`src/rtl/tsm_pkg.sv`:
```
// ----------------------------------------------------------------------------
// tsm_pkg: shared types and functions for the transmitter symmetrization matrix
// Item and result structs, the quarter-step coefficient matrix, and the
// matrix selection and shift-add multiply helpers.
// ----------------------------------------------------------------------------
`default_nettype none

package tsm_pkg;

    localparam int SAMPLE_BITS = 24;
    localparam int OUT_BITS    = SAMPLE_BITS + 4;
    localparam int NTX         = 5;
    localparam int QBITS       = 4;

    // transmitter counts
    localparam logic [2:0] CNT3 = 3'd3;
    localparam logic [2:0] CNT4 = 3'd4;
    localparam logic [2:0] CNT5 = 3'd5;
    localparam logic [2:0] CNT_RESET = CNT5;

    // health mask codes
    localparam logic [7:0] MASK_NONE   = 8'h00;
    localparam logic [7:0] MASK_ALL    = 8'hFF;
    localparam logic [7:0] MASK_ALL5   = 8'h1F;
    localparam logic [7:0] MASK_ALL4   = 8'h0F;
    localparam logic [7:0] MASK_ALL3   = 8'h07;
    localparam logic [7:0] MASK5_F1    = 8'h1E;
    localparam logic [7:0] MASK5_F2    = 8'h1D;
    localparam logic [7:0] MASK5_F3    = 8'h1B;
    localparam logic [7:0] MASK5_F4    = 8'h17;
    localparam logic [7:0] MASK5_F5    = 8'h0F;
    localparam logic [7:0] MASK4_F1    = 8'h0E;
    localparam logic [7:0] MASK4_F2    = 8'h0D;
    localparam logic [7:0] MASK4_F3    = 8'h0B;
    localparam logic [7:0] MASK4_F4    = 8'h07;

    typedef logic signed [QBITS-1:0]       coef_t;
    typedef coef_t [NTX-1:0]               sym_row_t;
    typedef sym_row_t [NTX-1:0]            sym_mat_t;

    typedef struct packed {
        logic [7:0]                    health_mask;
        logic signed [SAMPLE_BITS-1:0] phase_t1;
        logic signed [SAMPLE_BITS-1:0] phase_t2;
        logic signed [SAMPLE_BITS-1:0] phase_t3;
        logic signed [SAMPLE_BITS-1:0] phase_t4;
        logic signed [SAMPLE_BITS-1:0] phase_t5;
        logic signed [SAMPLE_BITS-1:0] atten_t1;
        logic signed [SAMPLE_BITS-1:0] atten_t2;
        logic signed [SAMPLE_BITS-1:0] atten_t3;
        logic signed [SAMPLE_BITS-1:0] atten_t4;
        logic signed [SAMPLE_BITS-1:0] atten_t5;
    } sym_in_t;

    typedef struct packed {
        logic signed [OUT_BITS-1:0] sym_phase_t1;
        logic signed [OUT_BITS-1:0] sym_phase_t2;
        logic signed [OUT_BITS-1:0] sym_phase_t3;
        logic signed [OUT_BITS-1:0] sym_phase_t4;
        logic signed [OUT_BITS-1:0] sym_phase_t5;
        logic signed [OUT_BITS-1:0] sym_atten_t1;
        logic signed [OUT_BITS-1:0] sym_atten_t2;
        logic signed [OUT_BITS-1:0] sym_atten_t3;
        logic signed [OUT_BITS-1:0] sym_atten_t4;
        logic signed [OUT_BITS-1:0] sym_atten_t5;
    } sym_out_t;

    // classified item: coefficient matrix plus the samples
    typedef struct packed {
        sym_mat_t mat;
        sym_in_t  smp;
    } sym_job_t;

    function automatic sym_row_t mk_row(input int a, input int b, input int c,
                                        input int d, input int e);
        sym_row_t r;
        r[0] = QBITS'(a);
        r[1] = QBITS'(b);
        r[2] = QBITS'(c);
        r[3] = QBITS'(d);
        r[4] = QBITS'(e);
        return r;
    endfunction

    function automatic sym_mat_t mk_mat(input sym_row_t r0, input sym_row_t r1,
                                        input sym_row_t r2, input sym_row_t r3,
                                        input sym_row_t r4);
        sym_mat_t m;
        m[0] = r0;
        m[1] = r1;
        m[2] = r2;
        m[3] = r3;
        m[4] = r4;
        return m;
    endfunction

    // diagonal of the working bits; identity for an empty mask or three units
    function automatic sym_mat_t diag_mat(input logic [2:0] count, input logic [7:0] mask);
        sym_mat_t m;
        m = '0;
        for (int r = 0; r < NTX; r++)
        begin
            if (mask == MASK_NONE || count == CNT3 || mask[r])
                m[r][r] = QBITS'(4);
        end
        return m;
    endfunction

    // select the matrix, then drop rows and columns of absent transmitters
    function automatic sym_mat_t sym_pick(input logic [2:0] count, input logic [7:0] mask);
        sym_mat_t m;
        m = diag_mat(count, mask);
        case (count)
            CNT5:
            begin
                case (mask)
                    MASK_ALL5, MASK_ALL: m = mk_mat(mk_row(3,2,-1,0,0), mk_row(1,2,1,0,0),
                        mk_row(0,1,2,1,0), mk_row(0,0,1,2,1), mk_row(0,0,-1,2,3));
                    MASK5_F1: m = mk_mat(mk_row(0,5,2,-3,0), mk_row(0,3,2,-1,0),
                        mk_row(0,1,2,1,0), mk_row(0,0,1,2,1), mk_row(0,0,-1,2,3));
                    MASK5_F2: m = mk_mat(mk_row(5,0,-3,2,0), mk_row(3,0,-1,2,0),
                        mk_row(0,0,3,2,-1), mk_row(0,0,1,2,1), mk_row(0,0,-1,2,3));
                    MASK5_F3: m = mk_mat(mk_row(2,3,0,-1,0), mk_row(0,5,0,-3,2),
                        mk_row(0,3,0,-1,2), mk_row(0,1,0,1,2), mk_row(0,-1,0,3,2));
                    MASK5_F4: m = mk_mat(mk_row(3,2,-1,0,0), mk_row(1,2,1,0,0),
                        mk_row(-1,2,3,0,0), mk_row(0,2,-1,0,3), mk_row(0,2,-3,0,5));
                    MASK5_F5: m = mk_mat(mk_row(3,2,-1,0,0), mk_row(1,2,1,0,0),
                        mk_row(2,1,2,1,0), mk_row(0,-1,2,3,0), mk_row(0,-3,2,5,0));
                    default: m = diag_mat(count, mask);
                endcase
            end
            CNT4:
            begin
                case (mask)
                    MASK_ALL4, MASK_ALL: m = mk_mat(mk_row(3,2,-1,0,0), mk_row(1,2,1,0,0),
                        mk_row(0,1,2,1,0), mk_row(0,-1,2,3,0), mk_row(0,0,0,0,0));
                    MASK4_F1: m = mk_mat(mk_row(0,5,2,-3,0), mk_row(0,3,2,-1,0),
                        mk_row(0,1,2,1,0), mk_row(0,-1,2,3,0), mk_row(0,0,0,0,0));
                    MASK4_F2: m = mk_mat(mk_row(5,0,-3,2,0), mk_row(3,0,-1,2,0),
                        mk_row(1,0,1,2,0), mk_row(-1,0,3,2,0), mk_row(0,0,0,0,0));
                    MASK4_F3: m = mk_mat(mk_row(2,3,0,-1,0), mk_row(2,1,0,1,0),
                        mk_row(2,-1,0,3,0), mk_row(-2,-3,0,5,0), mk_row(0,0,0,0,0));
                    MASK4_F4: m = mk_mat(mk_row(3,2,-1,0,0), mk_row(1,2,1,0,0),
                        mk_row(-1,2,3,0,0), mk_row(-3,2,5,0,0), mk_row(0,0,0,0,0));
                    default: m = diag_mat(count, mask);
                endcase
            end
            CNT3:
            begin
                case (mask)
                    MASK_ALL3, MASK_ALL: m = mk_mat(mk_row(3,2,-1,0,0), mk_row(1,2,1,0,0),
                        mk_row(-1,2,3,0,0), mk_row(0,0,0,0,0), mk_row(0,0,0,0,0));
                    default: m = diag_mat(count, mask);
                endcase
            end
            default: m = '0;
        endcase
        for (int r = 0; r < NTX; r++)
        begin
            for (int c = 0; c < NTX; c++)
            begin
                if (3'(r) >= count || 3'(c) >= count)
                    m[r][c] = '0;
            end
        end
        return m;
    endfunction

    // quarter count times a Q16.8 sample, by shift and add, giving Q18.10
    function automatic logic signed [OUT_BITS-1:0] qmul(input coef_t q,
                                                        input logic signed [SAMPLE_BITS-1:0] x);
        logic signed [OUT_BITS-1:0] xe;
        logic signed [OUT_BITS-1:0] t0;
        logic signed [OUT_BITS-1:0] t1;
        logic signed [OUT_BITS-1:0] t2;
        logic signed [OUT_BITS-1:0] t3;
        xe = {{(OUT_BITS-SAMPLE_BITS){x[SAMPLE_BITS-1]}}, x};
        t0 = q[0] ? xe : '0;
        t1 = q[1] ? (xe <<< 1) : '0;
        t2 = q[2] ? (xe <<< 2) : '0;
        t3 = q[3] ? (xe <<< 3) : '0;
        return t0 + t1 + t2 - t3;
    endfunction

endpackage

`default_nettype wire

```
`src/rtl/tsm_front.sv`:
```
// ----------------------------------------------------------------------------
// tsm_front: item intake and classification
// Takes an item, picks its coefficient matrix from the transmitter count and
// health mask, and holds the classified item until the queue takes it.
// ----------------------------------------------------------------------------
`default_nettype none

module tsm_front
    import tsm_pkg::*;
(
    input  wire logic       clk,
    input  wire logic       rst_n,
    input  wire logic       start,
    input  wire sym_in_t    item,
    input  wire logic [2:0] count,
    input  wire logic       q_full,
    output logic            busy,
    output logic            push,
    output sym_job_t        job
);

    logic     vld_reg;
    logic     vld_next;
    sym_job_t job_reg;
    logic     accept;

    // stage holds one item; it frees when the queue has room
    assign push   = vld_reg && !q_full;
    assign busy   = vld_reg && q_full;
    assign accept = start && !busy;
    assign job    = job_reg;

    always_comb
    begin
        vld_next = vld_reg;
        if (accept)
            vld_next = 1'b1;
        else if (push)
            vld_next = 1'b0;
    end

    always_ff @(posedge clk or negedge rst_n)
    begin
        if (!rst_n)
            vld_reg <= 1'b0;
        else
            vld_reg <= vld_next;
    end

    // classification: matrix chosen at intake
    always_ff @(posedge clk)
    begin
        if (accept)
        begin
            job_reg.mat <= sym_pick(count, item.health_mask);
            job_reg.smp <= item;
        end
    end

endmodule

`default_nettype wire

```
`config.mk`:
```
export PLATFORM = sky130hd
export DESIGN_NAME = tsm_front
export DESIGN_NICKNAME = d
export VERILOG_FILES = /design/src/rtl/tsm_pkg.sv /design/src/rtl/tsm_front.sv
export SDC_FILE = /design/constraint.sdc
export NUM_CORES = 1
export LEC_CHECK = 0
export BUFFER_PORTS_ARGS = -buffer_cell sky130_fd_sc_hd__buf_2
export CELL_PAD_IN_SITES_DETAIL_PLACEMENT = 1
export CELL_PAD_IN_SITES_GLOBAL_PLACEMENT = 2
export CORE_AREA = 5 5 232 234
export DETAILED_ROUTE_END_ITERATION = 8
export DIE_AREA = 0 0 237 239
export PLACE_DENSITY = 0.6
export SLEW_MARGIN = 20
export SYNTH_ARGS = -nofsm -noshare
export SYNTH_HDL_FRONTEND = slang
export SYNTH_SLANG_ARGS = --single-unit
```
`constraint.sdc`:
```
create_clock -name clk -period 33.6 [get_ports clk]
set_input_delay 3.36 -clock clk [delete_from_list [all_inputs] [get_ports clk]]
set_output_delay 3.36 -clock clk [all_outputs]
set_load 0.02 [all_outputs]
```
* Word-level counts from Yosys, hierarchy flattened
Cells that the tools add are included.
** Storage, ports and cells
- Bits in registers :: 349
- Bits of input ports :: 255
- Logic and storage cells :: 93
** Operators by class
- Magnitude comparators :: 5
- Eq/ne operators :: 14
- Mux-type cells :: 11
- Reduce and logical (&&, ||, !) cells :: 26
** Operator list (count)
- $pmux 99 s6 :: 1
- $pmux 99 s5 :: 1
- $pmux 100 s3 :: 1
- $mux 99 :: 1
- $eq 8x5->1 const B :: 5
- $eq 8x4->1 const B :: 4
- $logic_or 1x1->1 :: 16
- $mux 3 :: 5
- $eq 8x3->1 const B :: 1
- $eq 8x8->1 const B :: 1
- $logic_not 8->1 :: 1
- $eq 3x3->1 const B :: 2
- $ge 1x3->1 const A :: 2
- $ge 2x3->1 const A :: 2
- $reduce_or 2->1 :: 3
- $eq 3x2->1 const B :: 1
- $ge 3x3->1 const A :: 1
- $logic_and 1x1->1 :: 3
- $logic_not 1->1 :: 2
- $mux 1 :: 2
- $reduce_bool 2->1 :: 1

* Depth between registers and ports, before layout
Gate-level depths: netlist of run 1.
- Word-level depth :: 6
- Mapped depth :: 7
- Mapped depth without buffers :: 5

* Worst setup path after synthesis of run 1
No wires, ideal clock.
- Path type :: input-to-reg
- Start point :: in q_full
- End point :: reg job_reg (netlist bit job[0]), enable pin
- Setup time :: 1013 ps
- Arrival :: 17015 ps
- Required time :: 32587 ps
- Slack :: 15572 ps
- Stages :: 2
- Path buffers :: 0
- Cell sequence :: and2_1 > nor2b_1
** Between the ends
- Word-level cells in the longest chain between the ends :: 3
** RTL lines
- from (decl) :: line tsm_front.sv:16 : input wire logic q_full,
- $logic_and 1x1->1 :: line tsm_front.sv:29 : assign busy = vld_reg && q_full;
- $logic_not 1->1 :: line tsm_front.sv:30 : assign accept = start && !busy;
- $logic_and 1x1->1 :: line tsm_front.sv:30
- via accept :: line tsm_front.sv:25 : logic accept;
- to (decl) :: line tsm_front.sv:24 : sym_job_t job_reg;
The timed path passes the listed nets, and every way through them passes these cells.
A chain may end at the register's enable or synchronous reset.

* Worst setup path in the final report of run 1
- Start point :: in q_full
- End point :: out busy
** Between the ends
- Word-level cells in the longest chain between the ends :: 1
** RTL lines
- $logic_and 1x1->1 :: line tsm_front.sv:29
- to (decl) :: line tsm_front.sv:17 : output logic busy,
Every way passes these cells.

==> flow_summary.yaml, run 1 <==
outcome:
  status: "complete, no violations"
global_routing:
  grt.total_usage_pct: 13.9
  grt_overflow: 0
  grt_pass1_wl_um: 55800
  grt_most_used_layer: "met2"
  use_met1_pct: 14.9
  grt_start_max_net_pins: 189
  antenna_found_initial: 12
  grt_pass1_vias: 6991
  groute.layer.met2.usage_pct: 25.7
  grt_use_met3_pct: 4.90
drt:
  ant_nets: 0
  vias_per_cell: 3.82
  via_count: 6956
  firstDrtPassIters: 4
  wire_per_inst_um: 23.4
  drtIter0Drc: 417
  route.final.wire_length_um: 42600
  route.detailed.drc: 0
cts:
  cts.clk_slew.worst_paths_ns: 0.06
  postCtsSetupBuffers: 0
  cts-root-buf: "clkbuf_16"
  cts_tree: "done"
  clockBufferDepth: 3
  h-tree-depth: 2
  cts_buffers: 36
  cts_resized: 0
  ctsHoldBuffers: 0
  cts_sinks: 309
  insertion_delay_ns: 0.54
sta:
  setup-violations-final: 0
  skew_ns: 0.0142
  fmax_mhz: 139
  worstMarginPinSlew_ns: 1.13
  drv_slew: 0
  fin_setup_tns_ns: 0
  hold-worst-slack_ns: 0.718
  slew_headroom_pct: 24.4
  rsz0062_at_grt: "no"
  finalHoldViolations: 0
  finalCritPeriodShare_pct: 21.4
  finalCriticalPeriod_ns: 7.21
critical_path:
  crit_arrival_ns: 3.85
  cp_max_fo: 3
  required_ns: 30.24
  path_class: "input port to primary output"
  cp-end-kind: "primary output"
  start_kind: "input port"
min_path:
  hp-class: "flop to flop"
floorplanning:
  die_h_um: 239
  coreArea_mm2: 0.0518
  die_x_um: 237
  floorplan.initialDensity_pct: 20.6
  rows: 84
  die-area_mm2: 0.0566
  ioPinCount: 605
synth:
  yosysSeqAreaShare_pct: 87.0
  synth_edf_count: 308
  syn_inst: 510
  synth-seq-cells: 309
  synth.cell_area_mm2: 0.0107
  async_flop_share_pct: 0.324
  yosysWarnings: 0
  synth_top_flop_cell: "edfxtp_1"
  avgSynthCellArea_um2: 20.9
  yosysUniqueCellTypes: 60
placement:
  hpwl_um: 33900
  port_buffers: 582
  gp_congestion: 0.817
pwr:
  power_uw: 930
  power_density_mw_per_mm2: 60.7
  peakVddDrop_v: 0.0000300
  p_leak_nw: 6.48
job:
  drv_cap: 0
final_layout:
  fillers: 5655
  final_util_pct: 29.6
  nets: 1357
  final_cell_mix: "buf_2, edfxtp_1, clkbuf_16, conb_1, nand2_1"
  largest_reg_flops: 308
  final_common_cell: "buf_2"
  area_delta_synth_final_pct: 43.7
  layout-drive-gt1-share_pct: 58.4
-- layer usage --
layer / part of all wire [%] / vias up
met5: 0.28 / -
met1: 35 / 3427
met4: 2.6 / 16
met3: 7.9 / 77
met2: 54 / 330
li1: - / 3106
-- through the flow --
step / instance area (um2) / setup WS (ns) / std cells
after floorplan: 10700 / 15.57 / 531
after global placement: 14100 / 26.38 / 1752
after detailed placement: 14100 / 26.39 / 1752
after CTS: 15300 / 26.39 / 1817
after global routing: 15300 / 26.36 / 1818
final: 15300 / 26.39 / 1821
-- cell type report --
type / count / area [um2] / share of cell area, %
clock inverter: 21 / 229 / 1.49
timing repair buffer: 585 / 2950 / 19.2
tap: 688 / 861 / 5.62
multi-input combinational: 161 / 1030 / 6.73
sequential: 309 / 9270 / 60.5
antenna: 4 / 10.0 / 0.0653
clock buffer: 44 / 931 / 6.08
inverter: 9 / 33.8 / 0.221
-- cells in the mapped netlist (all sizes together), types with 3 or more instances --
cell	n	area [um2]
a21oi	9	48.8
a31oi	3	33.8
and2	3	18.8
and3	6	38.8
buf	45	337
clkbuf	7	71.3
edfxtp	308	9250
inv	9	33.8
nand2	19	71.3
nand3	18	90.1
nand4	5	52.6
nor2	15	56.3
o211ai	5	37.5
o21ai	8	55.1
or2	8	50.0
or3	3	18.8
or4	3	26.3
xor2	3	26.3
-- kinds of logic (layout without fill, tap and decap cells) --
kind of cell               after synthesis  after routing  synth area share (%)
muxes                                    1              1                 0.106
and+or+nand+nor                         96             96                  5.60
DFF                                    309            309                  87.0
adders and majority gates                1              1                0.0939
other                                    1             26                0.0352
xor gates and xnor gates                 5              5                 0.411
buffers and inverters                   61            659                  4.14
AOI/OAI and AO/OA                       36             36                  2.62
-- final timing paths --
check | from | endpoint | slack (ns) | cells after the start
max | q_full | busy | 26.39 | 3
min | vld_reg$_DFFE_PN0P_ | vld_reg$_DFFE_PN0P_ | 0.72 | 2
max reg2reg | vld_reg$_DFFE_PN0P_ | job[120]$_DFFE_PP_ | 30.92 | 4
min reg2reg | vld_reg$_DFFE_PN0P_ | vld_reg$_DFFE_PN0P_ | 0.72 | 2
max in group asynchronous | rst_n | vld_reg$_DFFE_PN0P_ | 30.93 | 1
min in group asynchronous | rst_n | vld_reg$_DFFE_PN0P_ | 2.58 | 1
-- critical path: stages --
cell    delay [ns]
buf_2         0.08
and2_1        0.20
buf_2         0.20
-- power breakdown --
| group | internal [mW] | total (mW) | switching, mW |
|---|---|---|---|
| clock | 0.230 | 0.390 | 0.160 |
| combinational | 0.0260 | 0.0864 | 0.0604 |
| sequential | 0.449 | 0.454 | 0.00557 |
No activity file was read; power rests on OpenSTA's default activity.
==> run 2, diff against run 1 <==
--- a/config.mk
+++ b/config.mk
@@ -8,10 +8,10 @@
 export BUFFER_PORTS_ARGS = -buffer_cell sky130_fd_sc_hd__buf_2
 export CELL_PAD_IN_SITES_DETAIL_PLACEMENT = 1
 export CELL_PAD_IN_SITES_GLOBAL_PLACEMENT = 2
-export CORE_AREA = 5 5 232 234
+export CORE_AREA = 5 5 234 236
 export DETAILED_ROUTE_END_ITERATION = 8
-export DIE_AREA = 0 0 237 239
-export PLACE_DENSITY = 0.6
+export DIE_AREA = 0 0 239 241
+export PLACE_DENSITY = 0.61
 export SLEW_MARGIN = 20
 export SYNTH_ARGS = -nofsm -noshare
 export SYNTH_HDL_FRONTEND = slang
==> constraint.sdc (replaced) <==
create_clock -name clk -period 6.1 [get_ports clk]
set_input_delay 0.61 -clock clk [delete_from_list [all_inputs] [get_ports clk]]
set_output_delay 0.61 -clock clk [all_outputs]
set_load 0.02 [all_outputs]
==> flow_summary.yaml, run 2 (synthesis results as in run 1) <==
sta:
  finalCritPeriodShare_pct: 32.7
  fin_setup_tns_ns: 0
  hold-worst-slack_ns: 0.236
  skew_ns: 0.0121
  fmax_mhz: 501
  slew_headroom_pct: 29.4
  drv_slew: 0
  setup-violations-final: 0
  rsz0062_at_grt: "no"
  finalCriticalPeriod_ns: 2.00
  worstMarginPinSlew_ns: 1.06
  finalHoldViolations: 0
  setup_slack_ns: 4.10
final_layout:
  multi_input_area_mm2: 0.00103
  final_cell_mix: "buf_2, edfxtp_1, clkbuf_16, conb_1, nand2_1"
  layout-drive-gt1-share_pct: 58.9
  area_delta_synth_final_pct: 44.0
  nets: 1360
  largest_reg_flops: 308
  final_common_cell: "buf_2"
  regArea_mm2: 0.00927
  fillers: 5730
critical_path:
  crit_arrival_ns: 2.14
  cp-end-kind: "flop"
  reg2reg_to: "job[124]$_DFFE_PP_"
  cp_max_fo: 160
  start_kind: "flop"
  cp_slowest_stage_delay_ns: 0.51
  worstRegToRegCells: 3
  critical-path-slowest-cell: "buf_12"
  timing.reg2reg.setup_slack_ns: 4.10
  path_cells: "and2_1 -> nor2b_4 -> buf_12"
  path_class: "flop to flop"
  r2r-start: "vld_reg$_DFFE_PN0P_"
  required_ns: 6.24
cts:
  ctsHoldBuffers: 1
  cts_tree: "done"
  cts_resized: 0
  clockBufferDepth: 3
  cts-root-buf: "clkbuf_16"
  cts.clk_slew.worst_paths_ns: 0.07
  postCtsSetupBuffers: 0
  cts_buffers: 38
  cts_sinks: 309
  h-tree-depth: 2
  insertion_delay_ns: 0.54
pwr:
  p_leak_nw: 6.50
  peakVddDrop_v: 0.000161
  power_density_mw_per_mm2: 334
floorplanning:
  die_h_um: 241
  die_x_um: 239
  die-area_mm2: 0.0576
  floorplan.initialDensity_pct: 20.4
  ioPinCount: 605
  coreArea_mm2: 0.0522
  rows: 84
global_routing:
  grt_pass1_vias: 7445
  grt_pass1_wl_um: 57100
  grt_overflow: 0
  antenna_found_initial: 23
  grt.total_usage_pct: 13.9
  grt_start_max_net_pins: 161
min_path:
  whs_endpoint: "job[24]$_DFFE_PP_"
  hp-class: "input port to flop"
  holdPathStages: 1
  min_from: "item[24]"
drt:
  route.detailed.drc: 0
  via_count: 7107
  vias_per_cell: 3.90
  drtIter0Drc: 321
  firstDrtPassIters: 4
  wire_per_inst_um: 24.0
  route.final.wire_length_um: 43700
  ant_nets: 0
placement:
  port_buffers: 582
  pre_cts_slack_ns: 3.59
  hpwl_um: 34800
  gp_congestion: 0.814
job:
  drv_cap: 0
outcome:
  status: "complete, no violations"
[run 2: cell types whose count changed in the layout (fill, tap and decap cells not counted), moves of 2 or more]
cell | previous run | this run
clkbuf_1 | 8 | 3
clkbuf_16 | 36 | 39
clkinv_2 | 5 | 8
diode_2 | 4 | 7
bufinv_16 | 4 | 2
clkinv_1 | 8 | 6
clkinv_4 | 0 | 2
[run 2: per-layer routing]
layer	up-vias	track usage [%]	routed length, um
li1	3120	-	-
met1	3492	13.6	13900
met2	369	26.4	23800
met3	100	6.32	4750
met4	26	3.91	1180
met5	-	0	164
[run 2: how the worst max path moves through the flow]
stage | start | end | slack (ns)
2_1_floorplan | q_full | job[0]$_DFFE_PP_ | 0.21
3_3_place_gp | item[244] | job[321]$_SDFFCE_PP0P_ | 3.66
3_5_place_dp | item[244] | job[321]$_SDFFCE_PP0P_ | 3.59
4_1_cts | vld_reg$_DFFE_PN0P_ | job[124]$_DFFE_PP_ | 4.14
5_1_grt | item[244] | job[321]$_SDFFCE_PP0P_ | 3.97
6_report | vld_reg$_DFFE_PN0P_ | job[124]$_DFFE_PP_ | 4.10
[run 2: layout make-up]
| cell class | instances | area share [%] |
|---|---|---|
| Antenna cell | 7 | 0.114 |
| Clock buffer | 42 | 6.43 |
| Clock inverter | 21 | 1.18 |
| Inverter | 9 | 0.220 |
| Multi-Input combinational cell | 161 | 6.71 |
| Sequential cell | 309 | 60.4 |
| Tap cell | 688 | 5.61 |
| Timing Repair Buffer | 586 | 19.3 |
[run 2: through the flow]
stage | instances | util (%) | cell area (um2) | power [mW]
floorplan | 531 | - | 10700 | 2.81
global placement | 1752 | 27.1 | 14200 | 3.03
detailed placement | 1752 | 27.1 | 14200 | 3.04
CTS | 1816 | 29.4 | 15300 | 5.24
global route | 1818 | 29.4 | 15300 | 5.34
finish | 1823 | 29.4 | 15400 | 5.14
[run 2: where the power goes]
part / switching (mW) / internal [mW]
Clock: 0.902 / 1.25
Combinational: 0.335 / 0.145
Sequential: 0.0315 / 2.47
Total: 1.27 / 3.87
[run 2: worst max-delay path, delay by kind of cell (launching register included)]
family | cells | cell delay [ns]
buf+inv | 1 | 0.51
flops | 1 | 0.37
simple gates | 2 | 0.40
